[config.mk]
export PLATFORM = sky130hd
export DESIGN_NAME = map_and_bank_address_mapper
export DESIGN_NICKNAME = d
export VERILOG_FILES = /design/src/mbam_pkg.sv /design/src/mbam_xlate.sv /design/src/map_and_bank_address_mapper.sv
export SDC_FILE = /design/constraint.sdc
export NUM_CORES = 1
export LEC_CHECK = 0
export ABC_CLOCK_PERIOD_IN_PS = 5300
export BUFFER_PORTS_ARGS = -buffer_cell sky130_fd_sc_hd__buf_2
export CORE_UTILIZATION = 30
export CTS_CLUSTER_SIZE = 24
export DETAILED_ROUTE_END_ITERATION = 8
export PLACE_DENSITY = 0.54
export SETUP_SLACK_MARGIN = 0.2
export SYNTH_ARGS = -nofsm -noshare
export SYNTH_HDL_FRONTEND = slang
export SYNTH_SLANG_ARGS = --single-unit
[constraint.sdc]
create_clock -name clk_i -period 5.3 [get_ports clk_i]
set_input_delay 1.06 -clock clk_i [delete_from_list [all_inputs] [get_ports clk_i]]
set_output_delay 1.06 -clock clk_i [all_outputs]
set_load 0.05 [all_outputs]
[src/mbam_pkg.sv]
package mbam_pkg;

  localparam int PHYS_BITS_DEF   = 28;
  localparam int BLOCK_COUNT_DEF = 8;
  localparam int OUT_BITS        = 28;
  localparam int ADDR_BITS       = 16;
  // working width for address sums: wide enough for PHYS_BITS up to 32 plus a carry
  localparam int CALC_BITS       = 33;

  localparam logic [2:0] OP_READ     = 3'd0;
  localparam logic [2:0] OP_WRITE    = 3'd1;
  localparam logic [2:0] OP_MAP      = 3'd2;
  localparam logic [2:0] OP_EOM      = 3'd3;
  localparam logic [2:0] OP_BANK_SET = 3'd4;
  localparam logic [2:0] OP_BANK_OFF = 3'd5;
  localparam logic [2:0] OP_BANK_BASE = 3'd6;

  localparam logic [1:0] TGT_MEM  = 2'd0;
  localparam logic [1:0] TGT_IO   = 2'd1;
  localparam logic [1:0] TGT_DROP = 2'd2;
  localparam logic [1:0] TGT_NONE = 2'd3;

  localparam logic [0:0] CFG_ROM_START = 1'b0;
  localparam logic [0:0] CFG_ROM_BASE  = 1'b1;

  localparam logic [16:0] ROM_START_RST = 17'h0E000;
  localparam logic [3:0]  IO_PAGE_NIB   = 4'hD;
  localparam logic [7:0]  STUB_PAGE     = 8'hFF;
  localparam int          IO_BLOCK      = 6;
  localparam logic [7:0]  MAP_MB_KEY    = 8'h0F;

  typedef struct packed {
    logic [7:0]  low_mb;
    logic [7:0]  high_mb;
    logic [11:0] low_off;
    logic [11:0] high_off;
    logic [7:0]  blk_mask;
  } map_state_t;

endpackage

[src/mbam_xlate.sv]
module mbam_xlate
  import mbam_pkg::*;
#(
  parameter int PHYS_BITS   = PHYS_BITS_DEF,
  parameter int BLOCK_COUNT = BLOCK_COUNT_DEF
) (
  input  logic [2:0]             op_i,
  input  logic [ADDR_BITS-1:0]   addr_i,
  input  logic [7:0]             wr_data_i,
  input  map_state_t             map_st_i,
  input  logic [BLOCK_COUNT-1:0] bank_en_i,
  input  logic [PHYS_BITS-1:0]   blk_base_i,
  input  logic [16:0]            rom_start_i,
  input  logic [OUT_BITS-1:0]    rom_base_i,
  output logic [OUT_BITS-1:0]    phys_o,
  output logic [1:0]             target_o,
  output logic [7:0]             dout_o
);

  localparam int BLK_BITS = $clog2(BLOCK_COUNT);
  localparam logic [CALC_BITS-1:0] PMask =
    (CALC_BITS'(1) << PHYS_BITS) - CALC_BITS'(1);

  logic [BLK_BITS-1:0]  blk;
  logic                 owned, io_hit, above_rom, stub;
  logic [CALC_BITS-1:0] rom_phys, bank_phys, map_phys, own_phys, phys;
  logic [11:0]          off;
  logic [7:0]           mb;
  logic [19:0]          map_sum;

  assign blk       = addr_i[ADDR_BITS-1 -: BLK_BITS];
  assign owned     = bank_en_i[blk] | map_st_i.blk_mask[blk];
  assign io_hit    = (addr_i[15:12] == IO_PAGE_NIB) && (!owned || bank_en_i[IO_BLOCK]);
  assign above_rom = {1'b0, addr_i} >= rom_start_i;
  assign stub      = addr_i[15:8] == STUB_PAGE;

  assign off     = addr_i[15] ? map_st_i.high_off : map_st_i.low_off;
  assign mb      = addr_i[15] ? map_st_i.high_mb : map_st_i.low_mb;
  // offset add wraps inside the selected megabyte
  assign map_sum = {off, 8'h00} + {4'h0, addr_i};

  assign rom_phys  = (CALC_BITS'(rom_base_i) + CALC_BITS'(addr_i)) & PMask;
  assign bank_phys = (CALC_BITS'(blk_base_i) + CALC_BITS'(addr_i[12:0])) & PMask;
  assign map_phys  = (CALC_BITS'({mb, 20'h00000}) + CALC_BITS'(map_sum)) & PMask;
  assign own_phys  = stub ? rom_phys : (bank_en_i[blk] ? bank_phys : map_phys);

  always_comb begin
    phys     = '0;
    target_o = TGT_NONE;
    dout_o   = 8'h00;
    case (op_i)
      OP_READ: begin
        if (io_hit) begin
          phys     = CALC_BITS'(addr_i);
          target_o = TGT_IO;
        end else if (!owned) begin
          phys     = above_rom ? rom_phys : CALC_BITS'(addr_i);
          target_o = TGT_MEM;
        end else begin
          phys     = own_phys;
          target_o = TGT_MEM;
        end
      end
      OP_WRITE: begin
        if (io_hit) begin
          phys     = CALC_BITS'(addr_i);
          target_o = TGT_IO;
          dout_o   = wr_data_i;
        end else if (!owned) begin
          if (above_rom) begin
            target_o = TGT_DROP;
          end else begin
            phys     = CALC_BITS'(addr_i);
            target_o = TGT_MEM;
            dout_o   = wr_data_i;
          end
        end else if (stub) begin
          target_o = TGT_DROP;
        end else begin
          phys     = own_phys;
          target_o = TGT_MEM;
          dout_o   = wr_data_i;
        end
      end
      default: begin
        phys     = '0;
        target_o = TGT_NONE;
      end
    endcase
  end

  assign phys_o = phys[OUT_BITS-1:0];

endmodule

[src/map_and_bank_address_mapper.sv]
// MAP/bank address mapper. Takes one request per clock (start_i while busy_o is
// low; busy_o never rises) and returns one result per request, marked by valid_o
// for exactly one cycle. The receiver cannot hold results off, so the block never
// stalls: each request passes the input register (which also captures the
// bank-base memory reads) and then the result register. No clearing pass after
// reset: bank bases carry valid flops.
module map_and_bank_address_mapper
  import mbam_pkg::*;
#(
  parameter int PHYS_BITS   = PHYS_BITS_DEF,
  parameter int BLOCK_COUNT = BLOCK_COUNT_DEF
) (
  input  logic                   clk_i,
  input  logic                   rst_ni,
  // request side
  input  logic                   start_i,
  output logic                   busy_o,
  input  logic [2:0]             op_i,
  input  logic [ADDR_BITS-1:0]   cpu_addr_i,
  input  logic [7:0]             wr_data_i,
  input  logic [7:0]             reg_a_i,
  input  logic [7:0]             reg_x_i,
  input  logic [7:0]             reg_y_i,
  input  logic [7:0]             reg_z_i,
  input  logic [2:0]             block_sel_i,
  input  logic [OUT_BITS-1:0]    bank_phys_i,
  // configuration
  input  logic                   cfg_we_i,
  input  logic [0:0]             cfg_idx_i,
  input  logic [OUT_BITS-1:0]    cfg_data_i,
  // result side
  output logic                   valid_o,
  output logic [OUT_BITS-1:0]    phys_addr_o,
  output logic [1:0]             target_o,
  output logic [7:0]             data_out_o,
  output logic                   irq_inhibit_o,
  output logic [BLOCK_COUNT-1:0] bank_enable_mask_o,
  output logic [OUT_BITS-1:0]    bank_base_out_o
);

  localparam int BLK_BITS = $clog2(BLOCK_COUNT);

  // ---------------------------------------------------------------------------
  // Configuration registers
  // ---------------------------------------------------------------------------
  logic [16:0]         rom_start_q;
  logic [OUT_BITS-1:0] rom_base_q;

  always_ff @(posedge clk_i or negedge rst_ni) begin
    if (!rst_ni) begin
      rom_start_q <= ROM_START_RST;
      rom_base_q  <= '0;
    end else if (cfg_we_i) begin
      case (cfg_idx_i)
        CFG_ROM_START: rom_start_q <= cfg_data_i[16:0];
        CFG_ROM_BASE:  rom_base_q  <= cfg_data_i;
        default:       rom_start_q <= rom_start_q;
      endcase
    end
  end

  // ---------------------------------------------------------------------------
  // Stage 1: input register plus registered reads of the bank-base memory
  // ---------------------------------------------------------------------------
  logic                 accept;
  logic                 s1_valid_q;
  logic [2:0]           s1_op_q;
  logic [ADDR_BITS-1:0] s1_addr_q;
  logic [7:0]           s1_wr_data_q, s1_a_q, s1_x_q, s1_y_q, s1_z_q;
  logic [BLK_BITS-1:0]  s1_sel_q;
  logic [OUT_BITS-1:0]  s1_bp_q;

  logic [PHYS_BITS-1:0] bank_mem [BLOCK_COUNT];
  logic [PHYS_BITS-1:0] rd_blk_q, rd_sel_q;

  assign busy_o = 1'b0;
  assign accept = start_i && !busy_o;

  always_ff @(posedge clk_i or negedge rst_ni) begin
    if (!rst_ni) begin
      s1_valid_q <= 1'b0;
    end else begin
      s1_valid_q <= accept;
    end
  end

  always_ff @(posedge clk_i) begin
    if (accept) begin
      s1_op_q      <= op_i;
      s1_addr_q    <= cpu_addr_i;
      s1_wr_data_q <= wr_data_i;
      s1_a_q       <= reg_a_i;
      s1_x_q       <= reg_x_i;
      s1_y_q       <= reg_y_i;
      s1_z_q       <= reg_z_i;
      s1_sel_q     <= block_sel_i[BLK_BITS-1:0];
      s1_bp_q      <= bank_phys_i;
    end
  end

  // ---------------------------------------------------------------------------
  // Mapper state, updated when the request in stage 1 commits
  // ---------------------------------------------------------------------------
  map_state_t           map_q, map_d;
  logic [BLOCK_COUNT-1:0] bank_en_q, bank_en_d;
  logic [BLOCK_COUNT-1:0] base_vld_q, base_vld_d;
  logic                 inhibit_q, inhibit_d;
  logic                 mem_we;
  logic [CALC_BITS-1:0] wr_calc;
  logic [PHYS_BITS-1:0] wr_base;

  assign mem_we  = s1_valid_q && (s1_op_q == OP_BANK_SET || s1_op_q == OP_BANK_BASE);
  assign wr_calc = CALC_BITS'(s1_bp_q);
  assign wr_base = wr_calc[PHYS_BITS-1:0];

  // memory: two read ports at accept, one write port at commit
  always_ff @(posedge clk_i) begin
    if (accept) begin
      rd_blk_q <= bank_mem[cpu_addr_i[ADDR_BITS-1 -: BLK_BITS]];
      rd_sel_q <= bank_mem[block_sel_i[BLK_BITS-1:0]];
    end
    if (mem_we) begin
      bank_mem[s1_sel_q] <= wr_base;
    end
  end

  // the write committed at the same edge as a read is missed by that read;
  // hold it in a forwarding register so the request that made that read sees it
  logic                 fw_valid_q;
  logic [BLK_BITS-1:0]  fw_idx_q;
  logic [PHYS_BITS-1:0] fw_data_q;

  always_ff @(posedge clk_i or negedge rst_ni) begin
    if (!rst_ni) begin
      fw_valid_q <= 1'b0;
    end else begin
      fw_valid_q <= mem_we;
    end
  end

  always_ff @(posedge clk_i) begin
    fw_idx_q  <= s1_sel_q;
    fw_data_q <= wr_base;
  end

  logic [BLK_BITS-1:0]  s1_blk;
  logic [PHYS_BITS-1:0] blk_base, sel_base_old, sel_base_new;
  logic [CALC_BITS-1:0] bout_calc;

  assign s1_blk       = s1_addr_q[ADDR_BITS-1 -: BLK_BITS];
  assign blk_base     = (fw_valid_q && fw_idx_q == s1_blk) ? fw_data_q : rd_blk_q;
  assign sel_base_old = (fw_valid_q && fw_idx_q == s1_sel_q) ? fw_data_q : rd_sel_q;
  assign sel_base_new = mem_we ? wr_base : sel_base_old;

  always_comb begin
    map_d      = map_q;
    bank_en_d  = bank_en_q;
    base_vld_d = base_vld_q;
    inhibit_d  = inhibit_q;
    if (s1_valid_q) begin
      case (s1_op_q)
        OP_MAP: begin
          inhibit_d = 1'b1;
          // X = 0F / Z = 0F only reload the megabyte select of that half
          if (s1_x_q == MAP_MB_KEY) begin
            map_d.low_mb = s1_a_q;
          end else begin
            map_d.low_off       = {s1_x_q[3:0], s1_a_q};
            map_d.blk_mask[3:0] = s1_x_q[7:4];
          end
          if (s1_z_q == MAP_MB_KEY) begin
            map_d.high_mb = s1_y_q;
          end else begin
            map_d.high_off      = {s1_z_q[3:0], s1_y_q};
            map_d.blk_mask[7:4] = s1_z_q[7:4];
          end
          bank_en_d  = '0;
          base_vld_d = '0;
        end
        OP_EOM: begin
          inhibit_d = 1'b0;
        end
        OP_BANK_SET: begin
          bank_en_d[s1_sel_q]  = 1'b1;
          base_vld_d[s1_sel_q] = 1'b1;
        end
        OP_BANK_OFF: begin
          bank_en_d[s1_sel_q] = 1'b0;
        end
        OP_BANK_BASE: begin
          base_vld_d[s1_sel_q] = 1'b1;
        end
        default: begin
          inhibit_d = inhibit_q;
        end
      endcase
    end
  end

  always_ff @(posedge clk_i or negedge rst_ni) begin
    if (!rst_ni) begin
      map_q      <= '0;
      bank_en_q  <= '0;
      base_vld_q <= '0;
      inhibit_q  <= 1'b0;
    end else begin
      map_q      <= map_d;
      bank_en_q  <= bank_en_d;
      base_vld_q <= base_vld_d;
      inhibit_q  <= inhibit_d;
    end
  end

  // ---------------------------------------------------------------------------
  // Translation (uses state before this request) and result register
  // ---------------------------------------------------------------------------
  logic [OUT_BITS-1:0] x_phys;
  logic [1:0]          x_target;
  logic [7:0]          x_dout;

  mbam_xlate #(
    .PHYS_BITS   (PHYS_BITS),
    .BLOCK_COUNT (BLOCK_COUNT)
  ) u_xlate (
    .op_i        (s1_op_q),
    .addr_i      (s1_addr_q),
    .wr_data_i   (s1_wr_data_q),
    .map_st_i    (map_q),
    .bank_en_i   (bank_en_q),
    .blk_base_i  (blk_base),
    .rom_start_i (rom_start_q),
    .rom_base_i  (rom_base_q),
    .phys_o      (x_phys),
    .target_o    (x_target),
    .dout_o      (x_dout)
  );

  // selected bank base as it stands after this request; unset reads as zero
  assign bout_calc = base_vld_d[s1_sel_q] ? CALC_BITS'(sel_base_new) : '0;

  logic                   valid_q;
  logic [OUT_BITS-1:0]    phys_q, bout_q;
  logic [1:0]             target_q;
  logic [7:0]             dout_q;
  logic                   irq_q;
  logic [BLOCK_COUNT-1:0] emask_q;

  always_ff @(posedge clk_i or negedge rst_ni) begin
    if (!rst_ni) begin
      valid_q <= 1'b0;
    end else begin
      valid_q <= s1_valid_q;
    end
  end

  always_ff @(posedge clk_i) begin
    if (s1_valid_q) begin
      phys_q   <= x_phys;
      target_q <= x_target;
      dout_q   <= x_dout;
      irq_q    <= inhibit_d;
      emask_q  <= bank_en_d;
      bout_q   <= bout_calc[OUT_BITS-1:0];
    end
  end

  assign valid_o            = valid_q;
  assign phys_addr_o        = phys_q;
  assign target_o           = target_q;
  assign data_out_o         = dout_q;
  assign irq_inhibit_o      = irq_q;
  assign bank_enable_mask_o = emask_q;
  assign bank_base_out_o    = bout_q;

endmodule
=== Yosys cells after proc, flatten, opt, wreduce, memory -nomap -nowiden ===
Memories as Yosys holds them, arrays and structs flattened. A register that Yosys moved wholly into a read port is not among the register bits.
Index checks and enable logic that the tools add are counted.

* Register bits after elaboration: 309
* Bits in writable memories: 224
* Bits of input ports: 123
* Memories kept: 1

{| class="wikitable"
|+ Memory list
! memory !! words !! bits a word !! read ports !! clocked after Yosys merged registers in !! write ports !! line !! text
|-
| bank_mem || 8 || 28 || 2 || 2 || 1 || map_and_bank_address_mapper.sv:73 || <nowiki>logic [PHYS_BITS-1:0] bank_mem [BLOCK_COUNT];</nowiki>
|}

* Add/subtract/negate cells: 4
* Magnitude comparators: 4
* Equal/unequal tests: 12
* Muxes and demuxes: 41
* Bitwise gates (word level): 8
* Reduce and logical (&&, ||, !) cells: 16

{| class="wikitable"
|+ Operators by type and width
! kind !! number
|-
| $mux 28 || 11
|-
| $mux 8 || 7
|-
| $pmux 28 s2 || 1
|-
| $add 28x13->28 || 1
|-
| $add 28x16->28 || 1
|-
| $add 28x20->28 || 1
|-
| $pmux 8 s3 || 1
|-
| $add 20x16->20 || 1
|-
| $ge 16x17->1 || 1
|-
| $eq 8x4->1 const B || 2
|-
| $mux 16 || 1
|-
| $or 8x8->8 || 2
|-
| $pmux 8 s2 || 1
|-
| $mux 12 || 1
|-
| $reduce_and 3->1 || 4
|-
| $bmux 1 s3 || 3
|-
| $eq 3x3->1 const B || 3
|-
| $and 8x8->8 || 1
|-
| $eq 8x8->1 const B || 1
|-
| $lt 3x4->1 const B || 2
|-
| $mux 1 || 8
|-
| $mux 2 || 4
|-
| $not 8->8 || 1
|-
| $eq 3x2->1 const B || 2
|-
| other kinds (15) || 24
|}

=== Depth between registers and ports, before layout ===
* Word-level depth: 10
* Depth in mapped cells: 20
* Gate-level depth less buffers: 14

=== By module ===
A second synthesis with hierarchy kept.

* Cell total of the unflattened synthesis: 1730
* Area, all modules: 27274.9 µm²

{| class="wikitable"
|+ Modules (own cells, without submodules)
! module !! times used !! cells each !! area an instance (µm²)
|-
| map_and_bank_address_mapper || 1 || 1134 || 23083.4
|-
| mbam_xlate || 1 || 596 || 4191.5
|}

=== Worst setup path after synthesis ===
Ideal clock, no wire load.

* Path kind: reg-to-reg
* Start point: reg s1_valid_q
* End point: reg bout_q[10], in the netlist bank_base_out_o[10], data pin
* Arrival time: 4.487 ns
* Data required time: 5.133 ns
* Slack: 0.646 ns
* Stages on the path, launching flop included: 9
* Period minus slack after synthesis: 4.654 ns
* Cells stage by stage: dfrtp_1 -> nand3_1 -> nor2_1 -> a21o_1 -> a22oi_1 -> o21ai_1 -> a21oi_4 -> buf_4 -> a211oi_1

* Word-level cells in the longest chain between the ends: 3

{| class="wikitable"
|+ Ends and longest elaborated chain
! element !! line !! text
|-
| start: declaration || map_and_bank_address_mapper.sv:66 || <nowiki>logic s1_valid_q;</nowiki>
|-
| start signal: assignment || map_and_bank_address_mapper.sv:83 || <nowiki>s1_valid_q <= accept;</nowiki>
|-
| $mux 8 || map_and_bank_address_mapper.sv:160 || <nowiki>if (s1_valid_q) begin</nowiki>
|-
| named net base_vld_d[4] || map_and_bank_address_mapper.sv:106 || <nowiki>logic [BLOCK_COUNT-1:0] base_vld_q, base_vld_d;</nowiki>
|-
| $bmux 1 s3 || map_and_bank_address_mapper.sv:239 || <nowiki>assign bout_calc = base_vld_d[s1_sel_q] ? CALC_BITS'(sel_base_new) : '0;</nowiki>
|-
| $mux 1 (not written as such) || map_and_bank_address_mapper.sv:239 ||
|-
| end signal: assignment || map_and_bank_address_mapper.sv:263 || <nowiki>bout_q <= bout_calc[OUT_BITS-1:0];</nowiki>
|-
| end: declaration || map_and_bank_address_mapper.sv:242 || <nowiki>logic [OUT_BITS-1:0] phys_q, bout_q;</nowiki>
|}

The timed path passes the listed nets, and every way through them passes these cells. The select of a mux whose other input is x is not followed.
A chain may end at the register's enable or synchronous reset.

=== Worst setup path after layout ===
* Start point: reg s1_addr_q[14]
* End point: reg phys_q[20], in the netlist phys_addr_o[20], data pin

* Word-level cells in the longest chain between the ends: 10

{| class="wikitable"
|+ Ends and longest elaborated chain
! element !! line !! text
|-
| start: declaration || map_and_bank_address_mapper.sv:68 || <nowiki>logic [ADDR_BITS-1:0] s1_addr_q;</nowiki>
|-
| start signal: assignment || map_and_bank_address_mapper.sv:90 || <nowiki>s1_addr_q <= cpu_addr_i;</nowiki>
|-
| branches (longest 9 deep; another with $add 28x20->28) || n/a ||
|-
| $pmux 28 s2 (*) || mbam_xlate.sv:51 || <nowiki>case (op_i)</nowiki>
|-
| named net u_xlate.phys[20] || mbam_xlate.sv:26 || <nowiki>logic [CALC_BITS-1:0] rom_phys, bank_phys, map_phys, own_phys, phys;</nowiki>
|-
| end signal: assignment || map_and_bank_address_mapper.sv:258 || <nowiki>phys_q <= x_phys;</nowiki>
|-
| end: declaration || map_and_bank_address_mapper.sv:242 ||
|}

Mark *: on every way through the listed nets, which the timed path passes. The select of a mux whose other input is x is not followed.

==> impl_metrics.prom <==
# TYPE chip_impl_metric gauge
chip_impl_metric{name="netlist_area",unit="µm²"} 27100
chip_impl_metric{name="hold_fix_buffer_count_after_cts",unit=""} 0
chip_impl_metric{name="dp.final_hpwl",unit="µm"} 52500
chip_impl_metric{name="met1_global_route_usage",unit="%"} 22.9
chip_impl_info{name="dominant_combinational_cell_family_by_area_after_synthesis",value="multiplexers"} 1
chip_impl_metric{name="htreeDepth",unit=""} 3
chip_impl_info{name="outcome",value="finished, final reports clean"} 1
chip_impl_metric{name="drive_above_1_share",unit="%"} 30.7
chip_impl_info{name="end_kind",value="register"} 1
chip_impl_metric{name="fin_area",unit="µm²"} 31700
chip_impl_metric{name="synth_async_sr_flop_share",unit="%"} 19.2
chip_impl_metric{name="cp.required",unit="ns"} 5.63
chip_impl_metric{name="postRouteAntennaNets",unit=""} 0
chip_impl_metric{name="placement.setup.worst_slack",unit="ns"} 0.982
chip_impl_metric{name="final_period_minus_worst_setup_slack",unit="ns"} 4.31
chip_impl_metric{name="timing.final.hold_violations",unit=""} 0
chip_impl_metric{name="synth_area_per_cell",unit="µm²"} 15.2
chip_impl_info{name="cp_cell_sequence",value="xnor2_1 > nand4_4 > mux2_2 > ha_1 > inv_1 > fa_1 > nand2b_1 > a211oi_1 > o2111ai_1 > a21oi_1 > o21ai_1 > or3_1 > a31oi_1 > a211oi_1"} 1
chip_impl_metric{name="dieArea",unit="µm²"} 91600
chip_impl_metric{name="coreArea",unit="µm²"} 88900
chip_impl_metric{name="ys_types",unit=""} 94
chip_impl_metric{name="grt_util_met2",unit="%"} 27.9
chip_impl_metric{name="route.final.wire_length",unit="µm"} 78600
chip_impl_info{name="timing.hold.worst.class",value="register to register"} 1
chip_impl_metric{name="drt-pass1-iter-count",unit=""} 5
chip_impl_metric{name="cts_inserted_buffers",unit=""} 69
chip_impl_metric{name="die_h",unit="µm"} 303
chip_impl_metric{name="cts_resized",unit=""} 0
chip_impl_metric{name="num_vias",unit=""} 16700
chip_impl_info{name="critPathLaunch",value="s1_addr_q[14]$_DFFE_PP_"} 1
chip_impl_metric{name="grt_overflow",unit=""} 0
chip_impl_info{name="cts.root.buffer_cell",value="clkbuf_16"} 1
chip_impl_metric{name="synth.ff_latch_count",unit=""} 589
chip_impl_info{name="timing.critical_path.mode_cell",value="a211oi_1"} 1
chip_impl_metric{name="drt-initial-drc-count",unit=""} 1314
chip_impl_info{name="crit_slowest_cell",value="a21oi_1"} 1
chip_impl_metric{name="placedInstanceArea",unit="µm²"} 29500
chip_impl_metric{name="drv.max_cap_violation_count",unit=""} 0
chip_impl_metric{name="synth-simple-area-share",unit="%"} 5.82
chip_impl_metric{name="worst_pin_slew",unit="ns"} 1.08
chip_impl_metric{name="critical_path_peak_fanout",unit=""} 8
chip_impl_metric{name="synthAdderAreaFrac",unit="%"} 2.71
chip_impl_metric{name="edff_count_synth",unit=""} 445
chip_impl_metric{name="cts.repair_timing.setup_buffer_count",unit=""} 0
chip_impl_metric{name="groute.layer.met3.usage",unit="%"} 4.05
chip_impl_metric{name="worst_skew_pair.late_latency",unit="ns"} 0.61
chip_impl_metric{name="timing.clock.skew",unit="ns"} 0.0302
chip_impl_metric{name="start_util",unit="%"} 30.5
chip_impl_metric{name="avgRoutedWirePerCell",unit="µm"} 24.4
chip_impl_metric{name="ir_drop_worst_vdd",unit="mV"} 0.195
chip_impl_metric{name="finalMaxSlewViolations",unit=""} 0
chip_impl_metric{name="number_of_design_rule_violations_left_after_detail_routing",unit=""} 0
chip_impl_metric{name="synthesized_instance_count",unit=""} 1789
chip_impl_info{name="top_usage_layer",value="met2"} 1
chip_impl_metric{name="fmaxAchievable",unit="MHz"} 232
chip_impl_metric{name="slew_headroom",unit="%"} 27.8
chip_impl_metric{name="fin_crit_sh",unit="%"} 81.3
chip_impl_info{name="grt_setup_unrepaired",value="no"} 1
chip_impl_metric{name="tns",unit="ns"} 0
chip_impl_metric{name="deepest_clock_path_buffer_count",unit=""} 3
chip_impl_metric{name="number_of_setup_violations_in_the_final_report",unit=""} 0
chip_impl_metric{name="ys_seq_area_share",unit="%"} 62.0
chip_impl_info{name="critical_path_class",value="register to register"} 1
chip_impl_metric{name="first_global_vias",unit=""} 17200
chip_impl_metric{name="track_usage",unit="%"} 17.1
chip_impl_info{name="hold_start",value="base_vld_q[4]$_DFF_PN0_"} 1
chip_impl_info{name="tritoncts",value="done"} 1
chip_impl_metric{name="crit_path_max_incr_delay",unit="ns"} 0.47
chip_impl_info{name="timing.critical_path.from_type",value="register"} 1
chip_impl_metric{name="final_net_count",unit=""} 2184
chip_impl_metric{name="fin_ws",unit="ns"} 0.992
chip_impl_metric{name="synth_mux_area_share",unit="%"} 18.1
chip_impl_metric{name="antenna_violations_before_repair",unit=""} 0
chip_impl_info{name="r2r-start",value="s1_addr_q[14]$_DFFE_PP_"} 1
chip_impl_metric{name="io_buffers",unit=""} 198
chip_impl_metric{name="clock_pin_transition_on_the_worst_setup_and_hold_timing_paths",unit="ns"} 0.06
chip_impl_metric{name="postSynthNetCount",unit=""} 1969
chip_impl_metric{name="worst-endpoint-arrival",unit="ns"} 4.64
chip_impl_metric{name="cts_num_sinks",unit=""} 589
chip_impl_metric{name="synth-xor-area-share",unit="%"} 1.93
chip_impl_metric{name="total_leakage_power",unit="nW"} 11.8
chip_impl_metric{name="rows",unit=""} 109
chip_impl_metric{name="critPathBufInv",unit=""} 1
chip_impl_metric{name="grt_max_degree",unit=""} 78
chip_impl_metric{name="global_route_wire_length_before_repair",unit="µm"} 115000
chip_impl_metric{name="vias_per_cell",unit=""} 5.18
chip_impl_metric{name="area_delta_synth_final",unit="%"} 16.9
chip_impl_metric{name="synth-compound-area-share",unit="%"} 7.41
chip_impl_metric{name="place_congestion",unit=""} 0.870
chip_impl_info{name="cp_top_family",value="compound AO/OA/AOI/OAI gates"} 1
chip_impl_metric{name="fp.dieW",unit="µm"} 303
chip_impl_metric{name="numPlacedInstances",unit=""} 3098
chip_impl_metric{name="stdcell_count",unit=""} 3225
chip_impl_info{name="synth_ff_type",value="edfxtp_1"} 1
chip_impl_metric{name="ys_warn_count",unit=""} 0
chip_impl_metric{name="powerDensity",unit="nW/µm²"} 387
chip_impl_metric{name="ioPinCount",unit=""} 200
==> worst paths after layout <==
kind,cells past startpoint,slack [ns],to
setup / recovery,14,0.99,phys_addr_o[20]$_DFFE_PP_
min in group asynchronous,1,0.61,rom_start_q[6]$_DFFE_PN0P_
hold reg to reg,1,0.48,base_vld_q[4]$_DFF_PN0_
max in group asynchronous,2,3.49,map_q[25]$_DFFE_PN0P_
hold / removal,1,0.48,base_vld_q[4]$_DFF_PN0_
setup reg to reg,14,0.99,phys_addr_o[20]$_DFFE_PP_
==> metal layers <==
layer | wire length, µm | share of wire [%]
met5 | 0 | 0
met4 | 1910 | 2.4
met3 | 5400 | 6.9
met2 | 37500 | 48
met1 | 33700 | 43
==> state kept, by name, indices dropped and copies added, names as in the netlist, 8 cells and up <==
| signal | count |
|---|---|
| map_q | 48 |
| s1_bp_q | 28 |
| fw_data_q | 28 |
| bank_mem | 224 |
| s1_wr_data_q | 8 |
| rd_sel_q | 28 |
| s1_y_q | 8 |
| rd_blk_q | 28 |
| s1_z_q | 8 |
| s1_a_q | 8 |
| bank_en_q | 8 |
| phys_addr_o | 28 |
| bank_enable_mask_o | 8 |
| base_vld_q | 8 |
| s1_addr_q | 16 |
| rom_base_q | 28 |
| rom_start_q | 17 |
| data_out_o | 8 |
| bank_base_out_o | 28 |
| s1_x_q | 8 |
==> layout make-up <==
type	instances	area, µm²
timing repair buffer	225	1210
multi-input combinational	1074	9800
sequential	589	16800
inverter	45	171
fill	8525	57200
clock inverter	25	284
antenna	1	2.50
clock buffer	101	1960
tap	1165	1460
==> cells in the mapped netlist, types with 5 or more instances <==
| master | number | area share, % |
|---|---|---|
| o21a_1 | 7 | 0.19 |
| xnor2_1 | 28 | 0.90 |
| a211oi_1 | 43 | 1.2 |
| inv_1 | 43 | 0.59 |
| dfxtp_1 | 31 | 2.3 |
| edfxtp_1 | 445 | 49 |
| mux2i_1 | 55 | 2.0 |
| o211ai_1 | 13 | 0.36 |
| or3_1 | 9 | 0.21 |
| buf_1 | 19 | 0.26 |
| xor2_1 | 30 | 0.97 |
| clkbuf_1 | 42 | 0.58 |
| nor3_1 | 17 | 0.31 |
| mux2_2 | 152 | 6.3 |
| nand2b_1 | 11 | 0.25 |
| a21oi_1 | 74 | 1.4 |
| nand2_1 | 95 | 1.3 |
| nor2b_1 | 8 | 0.18 |
| o21ai_1 | 10 | 0.18 |
| o21ai_0 | 49 | 0.90 |
| mux4_2 | 117 | 9.7 |
| and3_1 | 10 | 0.23 |
| dfrtp_1 | 110 | 10 |
| buf_2 | 12 | 0.22 |
| a31oi_1 | 10 | 0.23 |
| nor4_1 | 5 | 0.12 |
| nor2_1 | 106 | 1.5 |
| a21o_1 | 17 | 0.47 |
| ha_1 | 54 | 2.5 |
| nand3_1 | 24 | 0.44 |
| nand4_1 | 19 | 0.44 |
| o22ai_1 | 19 | 0.44 |
==> power by group <==
| part | internal, mW | total (mW) | switching [mW] |
|---|---|---|---|
| registers | 5.36 | 5.67 | 0.305 |
| logic | 0.733 | 1.86 | 1.13 |
| clock network | 2.82 | 4.74 | 1.92 |
==> kinds of logic after synthesis <==
group,after synthesis
muxes,325
xor gates and xnor gates,59
other,1
DFF,589
and+or+nand+nor,331
AOI/OAI and AO/OA,301
buffers and inverters,126
adders and majority gates,57
==> through the flow <==
stage	hold WS, ns	power [mW]	utilization (%)
2_1_floorplan	0.346	6.94	-
3_3_place_gp	0.465	7.58	33.1
3_5_place_dp	0.464	7.61	33.1
4_1_cts	0.478	12.4	35.7
5_1_grt	0.501	12.8	35.7
6_report	0.480	12.3	35.7
==> placed cells by master (no fill, tap or decap), types with 28 or more instances in the layout <==
cell type,synthesis,layout
mux4_2,117,117
buf_2,12,192
mux2i_1,55,54
inv_1,43,43
nand2_1,95,95
buf_4,3,32
xor2_1,30,30
clkbuf_16,0,71
dfxtp_1,31,31
o21ai_0,49,49
mux2_2,152,152
edfxtp_1,445,445
ha_1,54,54
xnor2_1,28,28
a211oi_1,43,43
dfrtp_1,110,109
a21oi_1,74,74
nor2_1,106,98
No activity file was read; power rests on OpenSTA's default activity.
